## config.mk

```make
export PLATFORM = sky130hd
export DESIGN_NAME = bounded_priority_queue_top_flat
export DESIGN_NICKNAME = d
export VERILOG_FILES = /design/src/hw/rtl/bpq_pkg.sv /design/src/hw/rtl/bpq_in_if.sv /design/src/hw/rtl/bpq_out_if.sv /design/src/hw/rtl/bpq_cell.sv /design/src/hw/rtl/bounded_priority_queue_top.sv /design/src/flat_wrapper.sv
export VERILOG_INCLUDE_DIRS = /design/src /design/src/hw/rtl
export SDC_FILE = /design/constraint.sdc
export NUM_CORES = 1
export LEC_CHECK = 0
export ABC_AREA = 1
export BUFFER_PORTS_ARGS = -buffer_cell sky130_fd_sc_hd__buf_4
export CORE_AREA = 2 2 220 222
export CTS_CLUSTER_SIZE = 10
export DETAILED_ROUTE_END_ITERATION = 10
export DIE_AREA = 0 0 222 224
export GPL_ROUTABILITY_DRIVEN = 1
export GPL_TIMING_DRIVEN = 1
export SLEW_MARGIN = 15
export SYNTH_ARGS = -nofsm -noshare
export SYNTH_HDL_FRONTEND = slang
export SYNTH_SLANG_ARGS = --single-unit
```

## constraint.sdc

```tcl
create_clock -name clk -period 5.7 [get_ports clk]
set_input_delay 1.14 -clock clk [delete_from_list [all_inputs] [get_ports clk]]
set_output_delay 1.14 -clock clk [all_outputs]
set_load 0.02 [all_outputs]
```

## src/hw/rtl/assert_macros.svh

```systemverilog
// Assertion macros used by the top RTL file of the priority queue.
`ifndef ASSERT_MACROS_SVH
`define ASSERT_MACROS_SVH

// Condition that must hold at every clock edge outside reset.
`define BPQ_ASSERT_ALWAYS(lbl, cond, msg) \
	lbl: assert property (@(posedge clk) disable iff (!arst_n) (cond)) else $error(msg);

// Condition that must hold in the cycle after the trigger.
`define BPQ_ASSERT_NEXT(lbl, trig, cons, msg) \
	lbl: assert property (@(posedge clk) disable iff (!arst_n) (trig) |=> (cons)) \
		else $error(msg);

`endif

```

## src/hw/rtl/bpq_pkg.sv

```systemverilog
// Shared types, codes and sizes of the bounded priority queue.
package bpq_pkg;
	localparam int CAPACITY    = 8;
	localparam int CNT_W       = $clog2(CAPACITY + 1);
	localparam int OP_W        = 2;
	localparam int PRIO_W      = 8;
	localparam int DATA_W      = 32;
	localparam int STATUS_W    = 2;
	localparam int COUNT_OUT_W = 4;

	localparam logic [OP_W-1:0] OP_INSERT = 2'd0;
	localparam logic [OP_W-1:0] OP_REMOVE = 2'd1;
	localparam logic [OP_W-1:0] OP_CLEAR  = 2'd2;

	localparam logic [STATUS_W-1:0] ST_DONE  = 2'd0;
	localparam logic [STATUS_W-1:0] ST_FULL  = 2'd1;
	localparam logic [STATUS_W-1:0] ST_EMPTY = 2'd2;

	typedef struct packed {
		logic [PRIO_W-1:0]        prio;
		logic signed [DATA_W-1:0] data;
	} entry_t;

	typedef enum logic [1:0] {
		CMD_HOLD,
		CMD_INSERT,
		CMD_REMOVE
	} cmd_t;

	typedef struct packed {
		cmd_t   cmd;
		entry_t new_ent;
	} cell_ctl_t;
endpackage

```

## src/hw/rtl/bpq_in_if.sv

```systemverilog
// Operation channel of the priority queue.
interface bpq_in_if;
	logic                                valid;
	logic                                ready;
	logic [bpq_pkg::OP_W-1:0]            op;
	logic [bpq_pkg::PRIO_W-1:0]          in_priority;
	logic signed [bpq_pkg::DATA_W-1:0]   in_data;

	modport source (output valid, op, in_priority, in_data, input ready);
	modport sink (input valid, op, in_priority, in_data, output ready);
endinterface

```

## src/hw/rtl/bpq_out_if.sv

```systemverilog
// Result channel of the priority queue.
interface bpq_out_if;
	logic                                 valid;
	logic                                 ready;
	logic [bpq_pkg::STATUS_W-1:0]         status;
	logic signed [bpq_pkg::DATA_W-1:0]    out_data;
	logic [bpq_pkg::PRIO_W-1:0]           out_priority;
	logic [bpq_pkg::COUNT_OUT_W-1:0]      count;

	modport source (output valid, status, out_data, out_priority, count, input ready);
	modport sink (input valid, status, out_data, out_priority, count, output ready);
endinterface

```

## src/hw/rtl/bpq_cell.sv

```systemverilog
// One slot of the sorted entry chain.
module bpq_cell (
	input  logic               clk,
	input  bpq_pkg::cell_ctl_t ctl,
	input  logic               occupied,
	input  logic               prev_keep,
	input  bpq_pkg::entry_t    prev_ent,
	input  bpq_pkg::entry_t    next_ent,
	output logic               keep,
	output bpq_pkg::entry_t    ent
);
	import bpq_pkg::*;

	entry_t ent_q;
	entry_t ent_nxt;

	// Equal priorities stay ahead of the new item, so the oldest one leaves first.
	assign keep = occupied && (ent_q.prio >= ctl.new_ent.prio);
	assign ent  = ent_q;

	always_comb begin
		ent_nxt = ent_q;
		case (ctl.cmd)
			CMD_INSERT: begin
				if (keep) begin
					ent_nxt = ent_q;
				end else if (prev_keep) begin
					ent_nxt = ctl.new_ent;
				end else begin
					ent_nxt = prev_ent;
				end
			end
			CMD_REMOVE: ent_nxt = next_ent;
			default: ent_nxt = ent_q;
		endcase
	end

	always_ff @(posedge clk) begin
		ent_q <= ent_nxt;
	end
endmodule

```

## src/hw/rtl/bounded_priority_queue_top.sv

```systemverilog
// Bounded priority queue: a chain of cells kept sorted by priority, then age.
//
// in_ch carries one operation per item: insert (op, in_priority, in_data),
// remove the highest priority entry, or clear. out_ch returns exactly one
// result item per operation: status, the removed data and priority (zero
// when nothing was removed) and the entry count after the operation.
// An operation's result is registered and valid on out_ch in the cycle after
// it is taken; one item is accepted every cycle while out_ch is not stalled.
// The cells reorder themselves on each insert by comparing the new priority
// in parallel, so cell zero always holds the entry to remove next.
// The result sits in an output register; in_ch.ready stays high while that
// register is empty or is being emptied. When a result waits and the
// receiver stalls, in_ch.ready drops in that same cycle, so nothing is lost.
// Reset clears the entry count and the result valid flag; the cell
// contents are left as they are and are ignored until written.
module bounded_priority_queue_top (
	input  logic      clk,
	input  logic      arst_n,
	bpq_in_if.sink    in_ch,
	bpq_out_if.source out_ch
);
	import bpq_pkg::*;

	`include "assert_macros.svh"

	logic [CNT_W-1:0] cnt_q;
	logic [CNT_W-1:0] cnt_nxt;
	logic             out_valid_q;
	logic [STATUS_W-1:0]       status_q;
	logic signed [DATA_W-1:0]  data_q;
	logic [PRIO_W-1:0]         prio_q;
	logic [COUNT_OUT_W-1:0]    count_q;

	logic                accept;
	logic                full;
	logic                empty;
	logic [STATUS_W-1:0] status_nxt;
	entry_t              rem_ent;
	cell_ctl_t           ctl;

	entry_t ent   [CAPACITY];
	logic   keep  [CAPACITY];
	logic   occ   [CAPACITY];

	assign in_ch.ready = !out_valid_q || out_ch.ready;
	assign accept      = in_ch.valid && in_ch.ready;
	assign full        = (cnt_q == CNT_W'(CAPACITY));
	assign empty       = (cnt_q == '0);

	always_comb begin
		ctl.cmd          = CMD_HOLD;
		ctl.new_ent.prio = in_ch.in_priority;
		ctl.new_ent.data = in_ch.in_data;
		cnt_nxt          = cnt_q;
		status_nxt       = ST_DONE;
		rem_ent          = '0;
		case (in_ch.op)
			OP_INSERT: begin
				if (full) begin
					status_nxt = ST_FULL;
				end else begin
					ctl.cmd = CMD_INSERT;
					cnt_nxt = CNT_W'(cnt_q + 1'b1);
				end
			end
			OP_REMOVE: begin
				if (empty) begin
					status_nxt = ST_EMPTY;
				end else begin
					ctl.cmd = CMD_REMOVE;
					rem_ent = ent[0];
					cnt_nxt = CNT_W'(cnt_q - 1'b1);
				end
			end
			OP_CLEAR: cnt_nxt = '0;
			default: cnt_nxt = cnt_q;
		endcase
		if (!accept) begin
			ctl.cmd = CMD_HOLD;
		end
	end

	for (genvar i = 0; i < CAPACITY; i++) begin : g_cell
		entry_t prev_ent;
		entry_t next_ent;
		logic   prev_keep;

		assign occ[i] = (CNT_W'(i) < cnt_q);

		if (i == 0) begin : g_head
			assign prev_ent  = ctl.new_ent;
			assign prev_keep = 1'b1;
		end else begin : g_body
			assign prev_ent  = ent[i-1];
			assign prev_keep = keep[i-1];
		end

		if (i == CAPACITY - 1) begin : g_tail
			assign next_ent = '0;
		end else begin : g_mid
			assign next_ent = ent[i+1];
		end

		bpq_cell u_cell (
			.clk       (clk),
			.ctl       (ctl),
			.occupied  (occ[i]),
			.prev_keep (prev_keep),
			.prev_ent  (prev_ent),
			.next_ent  (next_ent),
			.keep      (keep[i]),
			.ent       (ent[i])
		);
	end

	always_ff @(posedge clk or negedge arst_n) begin
		if (!arst_n) begin
			cnt_q       <= '0;
			out_valid_q <= 1'b0;
		end else begin
			if (accept) begin
				cnt_q       <= cnt_nxt;
				out_valid_q <= 1'b1;
			end else if (out_ch.ready) begin
				out_valid_q <= 1'b0;
			end
		end
	end

	always_ff @(posedge clk) begin
		if (accept) begin
			status_q <= status_nxt;
			data_q   <= rem_ent.data;
			prio_q   <= rem_ent.prio;
			count_q  <= COUNT_OUT_W'(cnt_nxt);
		end
	end

	assign out_ch.valid        = out_valid_q;
	assign out_ch.status       = status_q;
	assign out_ch.out_data     = data_q;
	assign out_ch.out_priority = prio_q;
	assign out_ch.count        = count_q;

	`BPQ_ASSERT_ALWAYS(a_cnt_bound, cnt_q <= CNT_W'(CAPACITY), "entry count above capacity")

	`BPQ_ASSERT_NEXT(a_full_refused, accept && (in_ch.op == OP_INSERT) && full,
		out_valid_q && (status_q == ST_FULL) && $stable(cnt_q), "full insert not refused")

	`BPQ_ASSERT_NEXT(a_clear, accept && (in_ch.op == OP_CLEAR),
		(cnt_q == '0) && (status_q == ST_DONE), "clear left entries")

	for (genvar j = 0; j < CAPACITY - 1; j++) begin : g_chk
		`BPQ_ASSERT_ALWAYS(a_sorted,
			!occ[j+1] || (ent[j].prio >= ent[j+1].prio), "chain out of order")
	end
endmodule

```

## src/flat_wrapper.sv

```systemverilog
// flat-port wrapper written by rule: the top's interface ports become plain ports
module bounded_priority_queue_top_flat import bpq_pkg::*;
  (clk, arst_n, in_ch_valid, in_ch_op, in_ch_in_priority, in_ch_in_data, in_ch_ready, out_ch_valid, out_ch_status, out_ch_out_data, out_ch_out_priority, out_ch_count, out_ch_ready);
  bpq_in_if in_ch_i ();
  bpq_out_if out_ch_i ();
  input  logic clk;
  input  logic arst_n;
  input wire logic [$bits(in_ch_i.valid)-1:0] in_ch_valid;
  input wire logic [$bits(in_ch_i.op)-1:0] in_ch_op;
  input wire logic [$bits(in_ch_i.in_priority)-1:0] in_ch_in_priority;
  input wire logic [$bits(in_ch_i.in_data)-1:0] in_ch_in_data;
  output wire logic [$bits(in_ch_i.ready)-1:0] in_ch_ready;
  output wire logic [$bits(out_ch_i.valid)-1:0] out_ch_valid;
  output wire logic [$bits(out_ch_i.status)-1:0] out_ch_status;
  output wire logic [$bits(out_ch_i.out_data)-1:0] out_ch_out_data;
  output wire logic [$bits(out_ch_i.out_priority)-1:0] out_ch_out_priority;
  output wire logic [$bits(out_ch_i.count)-1:0] out_ch_count;
  input wire logic [$bits(out_ch_i.ready)-1:0] out_ch_ready;
  assign in_ch_i.valid = in_ch_valid;
  assign in_ch_i.op = in_ch_op;
  assign in_ch_i.in_priority = in_ch_in_priority;
  assign in_ch_i.in_data = in_ch_in_data;
  assign in_ch_ready = in_ch_i.ready;
  assign out_ch_valid = out_ch_i.valid;
  assign out_ch_status = out_ch_i.status;
  assign out_ch_out_data = out_ch_i.out_data;
  assign out_ch_out_priority = out_ch_i.out_priority;
  assign out_ch_count = out_ch_i.count;
  assign out_ch_i.ready = out_ch_ready;
  bounded_priority_queue_top u_core (.clk(clk), .arst_n(arst_n), .in_ch(in_ch_i), .out_ch(out_ch_i));
endmodule
```

**Yosys cells after proc, flatten, opt, wreduce, memory -nomap -nowiden**

Index checks and enable logic that the tools add are counted.

- Logic and storage cells: 113
- Flip-flop bits (word level): 371
- Output and inout port bits: 48

- Equal/unequal tests: 13
- Reductions and logical operators: 24
- Muxes and demuxes: 35
- Bitwise operators: 1
- $lt $le $gt $ge: 16
- Add/sub/neg operators: 2

Operators by type and width:

| cell | number |
|---|---|
| $pmux 40 s2 | 8 |
| $mux 40 | 15 |
| $ge 8x8->1 | 8 |
| $lt 3x4->1 const A | 4 |
| $ne 2x2->1 const B | 8 |
| $reduce_and 2->1 | 8 |
| $pmux 4 s3 | 1 |
| $logic_and 1x1->1 | 9 |
| $lt 1x4->1 const A | 2 |
| $lt 2x4->1 const A | 2 |
| $mux 4 | 2 |
| $pmux 2 s2 | 2 |
| $mux 2 | 3 |
| $add 4x1->4 const B | 1 |
| $eq 2x1->1 const B | 2 |
| $eq 2x2->1 const B | 2 |
| $eq 4x4->1 const B | 1 |
| $logic_not 4->1 | 1 |
| $mux 1 | 4 |
| $reduce_bool 2->1 | 2 |
| $sub 4x1->4 const B | 1 |
| $logic_not 2->1 | 1 |
| $reduce_or 2->1 | 1 |
| $logic_not 1->1 | 1 |
| 2 further kinds | 2 |

**Logic depth before layout (Yosys ltp)**

- Depth after elaboration: 7
- Mapped depth: 14

**Modules after synthesis**

Synthesis repeated with hierarchy kept, for this count alone.

- Cell total of the unflattened synthesis: 2296
- Area, all modules: 20688.6 sq um

Modules (own cells, without submodules):

| module | instances | cells an instance | seq. area each (sq um) | area each (sq um) |
|---|---|---|---|---|
| bpq_cell | 8 | 260 | 1201.2 | 2301.0 |
| bounded_priority_queue_top | 1 | 216 | 1506.4 | 2280.9 |

**Least setup slack after synthesis**

Ideal clock, no wire load.

- Kind: input port to flip-flop
- Start point: input in_ch_in_priority[7]
- End point: register u_core.g_cell[5].u_cell.ent_q (netlist bit u_core.g_cell[5].u_cell.ent[0]), enable pin
- Cell stages on the path: 11
- Path buffers: 1
- Slack: 1.808 ns
- Data arrival time: 3.495 ns
- Required time: 5.302 ns
- Cells stage by stage: clkinv_1 > ha_1 > nand2_1 > inv_1 > nor2_1 > o21a_1 > nand2_1 > nand2_1 > clkbuf_1 > nand2_1 > nand2_1

- Cells in the longest elaborated chain, start to end: 4

Ends and longest elaborated chain:

| what | RTL line | text |
|---|---|---|
| from (decl) | flat_wrapper.sv:10 | `input wire logic [$bits(in_ch_i.in_priority)-1:0] in_ch_in_priority;` |
| $ge 8x8->1 | bpq_cell.sv:18 | `assign keep = occupied && (ent_q.prio >= ctl.new_ent.prio);` |
| $logic_and 1x1->1 | bpq_cell.sv:18 |  |
| $ne 2x2->1 (no line) | - |  |
| $reduce_and 2->1 (no line) | - |  |
| to (signal assigned) | bpq_cell.sv:39 | `ent_q <= ent_nxt;` |
| to (decl) | bpq_cell.sv:14 | `entry_t ent_q;` |

Every way passes these cells.
A chain may end at the register's enable or synchronous reset.

**Worst setup path after layout**

- Start point: register u_core.cnt_q[0]
- End point: register u_core.g_cell[0].u_cell.ent_q (netlist bit u_core.g_cell[0].u_cell.ent[19]), enable pin

- Cells in the longest elaborated chain, start to end: 7

Ends and longest elaborated chain:

| what | RTL line | text |
|---|---|---|
| from (decl) | bounded_priority_queue_top.sv:26 | `logic [CNT_W-1:0] cnt_q;` |
| from (signal assigned) | bounded_priority_queue_top.sv:122 | `cnt_q <= cnt_nxt;` |
| $eq 4x4->1 / $logic_not 4->1 (equally long branches) | bounded_priority_queue_top.sv:47, bounded_priority_queue_top.sv:48 |  |
| $mux 1 / $mux 2 (equally long branches) | bounded_priority_queue_top.sv:59, bounded_priority_queue_top.sv:67 |  |
| $pmux 2 s2 | bounded_priority_queue_top.sv:57 | `case (in_ch.op)` |
| $mux 2 | bounded_priority_queue_top.sv:78 | `if (!accept) begin` |
| $eq 2x1->1 / $eq 2x2->1 (equally long branches) | bpq_cell.sv:23 | `case (ctl.cmd)` |
| $ne 2x2->1 (no line) / $reduce_bool 2->1 (equally long branches) | - |  |
| $reduce_and 2->1 (no line) (*) | - |  |
| to (signal assigned) | bpq_cell.sv:39 |  |
| to (decl) | bpq_cell.sv:14 |  |

Mark *: on every way between the ends. The rest lies on a longest branch, timed or not.

==> metrics.txt <==
number of buffers on the longest clock path=3; violation count after the first detailed-route iteration=1980; maximum number of pins on one net before global-route repair=103; data arrival time of the critical path=4.36 ns; FMAX=241 MHz; Die Height=224 µm; width of the chip=222 µm; final weighted congestion of routability-driven global placement=0.874; DRT Wirelength=61600 µm; maximum vdd drop=241 µV; IO buf count=93; type of the most critical hold path=in -> async; number of antenna violations at the first check in global routing=0; layout cell share with drive strength beyond 1=0.0758; core area=47300 µm²; sum of net half-perimeters after detailed placement=40400 µm; pins over their slew limit=0; clock tree from TritonCTS=yes; final antenna diode count=0; leading cell types by count after synthesis=nand2_1 (877), nand3_1 (494), edfxtp_1 (366); share of synthesized registers carrying an async set or reset=0.0135; worst clock skew=0.0286 ns; sequential element share of the synthesized area=0.529; standby leakage power=10.7 nW; wire length of the first global-routing pass=96600 µm; count of cell types in the netlist=26; area share of the leading cell type in the synthesized netlist=0.523; syn nets=2672; type of element capturing the critical path=register; number of buffers created by CTS=44; number of hold-repair buffers added at the cts stage=0; clock transition at the registers of the reported paths=0.05 ns; ys flop type=edfxtp_1; run status=finished clean; measured slew at the worst slew-check pin=1.15 ns; root buffer cell=clkbuf_16; cell type with the highest aggregate area in the netlist=edfxtp_1; initial cell density of the core=0.444; number of synthesized flops with an enable pin=366; combined area of all synthesized cells=21000 µm²; # Post-CTS Setup Buffers=0; core utilization of the finished layout=0.492; crit path launch type=register; gate count of the mapped netlist=2559; via count of the first global-routing pass=16480; number of vias in the routed layout=17295; number of failing hold endpoints at the final stage=0; area growth from synthesis to layout=10.9%; final total negative setup slack=0 ns; post_cts resized=0; placement row count=80; vias per cell=5.38; number of clock sinks=371; Die Outline Area=49700 µm²; minimum hold slack=0.353 ns; Detail Route Antenna Nets=0; Worst Setup Path Type=reg -> reg; crit share post-route=0.727; count of final setup violators=0; dominant cell by count in the synthesized netlist=nand2_1; number of top-level design ports=94; insertion delay of the later-clocked pin in the worst-skew pair=0.60 ns; final worst path period need=4.15 ns; Pwr Density=433 nW/µm²; remaining global-route overflow=0; Relative slew margins=0.232; GRT Overall Usage=0.248; htree depth=2; pre-CTS setup slack=1.38 ns; final setup slack of the worst path=1.55 ns; Syn. warnings=0; Layout Nets=2699; first drt pass iteration count=6; Post-Syn Area per Cell=8.21 µm²; data required time at the worst endpoint=5.91 ns; Remaining DRCs=0; max capacitance violation total=0; worst-path fanout max=102; average detailed-routed wire length per instance=19.2 µm; largest cells by area after synthesis=edfxtp_1 (52%), nand2_1 (16%), nand3_1 (12%); number of synthesized register bits=371; RSZ-0062 raised after global routing=no
-- area by class of cell --
class,instances,area (µm²)
clock buffer,50,1120
clock inverter,9,68.8
fill,4587,24000
inverter,329,1240
multi-input combinational,1708,7990
sequential,371,11100
tap,615,769
timing repair buffer,132,991
-- critical path, stage by stage, from the launching register on --
cell	delay [ns]
dfrtp_1	0.49
inv_1	0.12
ha_1	0.32
nand2_4	0.49
nand3_4	0.18
nor2_8	0.49
inv_8	0.36
buf_4	0.55
nand2_2	0.17
buf_4	0.51
-- layout by cell type (no fill, tap or decap), types with 2 or more instances in the layout --
master     netlist  routed
o21ai_4          0       2
o21bai_1        40      40
dfrtp_1          5       5
nand4_1          3       3
a21oi_1         21      21
o21a_1           7       7
buf_4            3     132
nand2_2          0       9
nand2_1        877     868
clkbuf_16        0      44
edfxtp_1       366     366
inv_1          321     320
nand3_1        494     494
ha_1            67      67
o21ai_0         47      47
clkbuf_1        84       6
clkinv_1         7      12
nor2_1         144     144
-- through the flow --
| stage | cells | power, mW | cell area, µm² |
|---|---|---|---|
| finish | 3214 | 10.1 | 23300 |
| global route | 3214 | 10.7 | 23300 |
| CTS | 3214 | 10.1 | 23300 |
| detailed placement | 3155 | 7.57 | 22100 |
| global placement | 3155 | 7.49 | 22100 |
| floorplan | 2559 | 6.44 | 21000 |
-- state kept, by name, summed over array words and instances (netlist names) --
register and count:
u_core.out_ch.status 2, u_core.cnt_q 4, u_core.out_ch.count 4, u_core.out_ch.out_data 32, u_core.out_ch.valid 1, u_core.out_ch.out_priority 8
u_core.g_cell.u_cell.ent 320
-- path summary, 6_finish.rpt --
path / cells after the start / slack (ns) / end / start
worst min register to register: 2 / 0.51 / u_core.g_cell[6].u_cell.ent[7] / u_core.g_cell[7].u_cell.ent[7]
worst max-delay path: 9 / 1.55 / u_core.g_cell[0].u_cell.ent[19] / u_core.cnt_q[0]
max in group asynchronous: 1 / 5.23 / u_core.cnt_q[1] / arst_n
worst max register to register: 9 / 1.55 / u_core.g_cell[0].u_cell.ent[19] / u_core.cnt_q[0]
min in group clk: 2 / 0.51 / u_core.g_cell[6].u_cell.ent[7] / u_core.g_cell[7].u_cell.ent[7]
worst min-delay path: 1 / 0.35 / u_core.out_ch.valid / arst_n
-- power breakdown --
part	switching [mW]	leakage [nW]	internal, mW
sequential	0.245	3.46	3.79
combinational	2.57	6.71	0.982
clock	1.11	0.582	1.39
total	3.93	10.7	6.16
-- per-layer routing --
metal	routed length (µm)	part of all wire	global-route usage	vias up
met1	29800	0.48	0.386	8019
met3	5990	0.097	0.0598	100
met5	0	0	0	-
met2	24400	0.40	0.341	826
li1	-	-	-	8350
met4	1370	0.022	0.0658	0
-- cells by family after synthesis --
family                     synth area share
and+or+nand+nor                       0.304
buffers and inverters                0.0929
xor gates and xnor gates           0.000417
AOI/OAI and AO/OA                    0.0338
DFF                                   0.529
adders and majority gates            0.0399
Note: power is estimated with default switching activity, not from simulation.
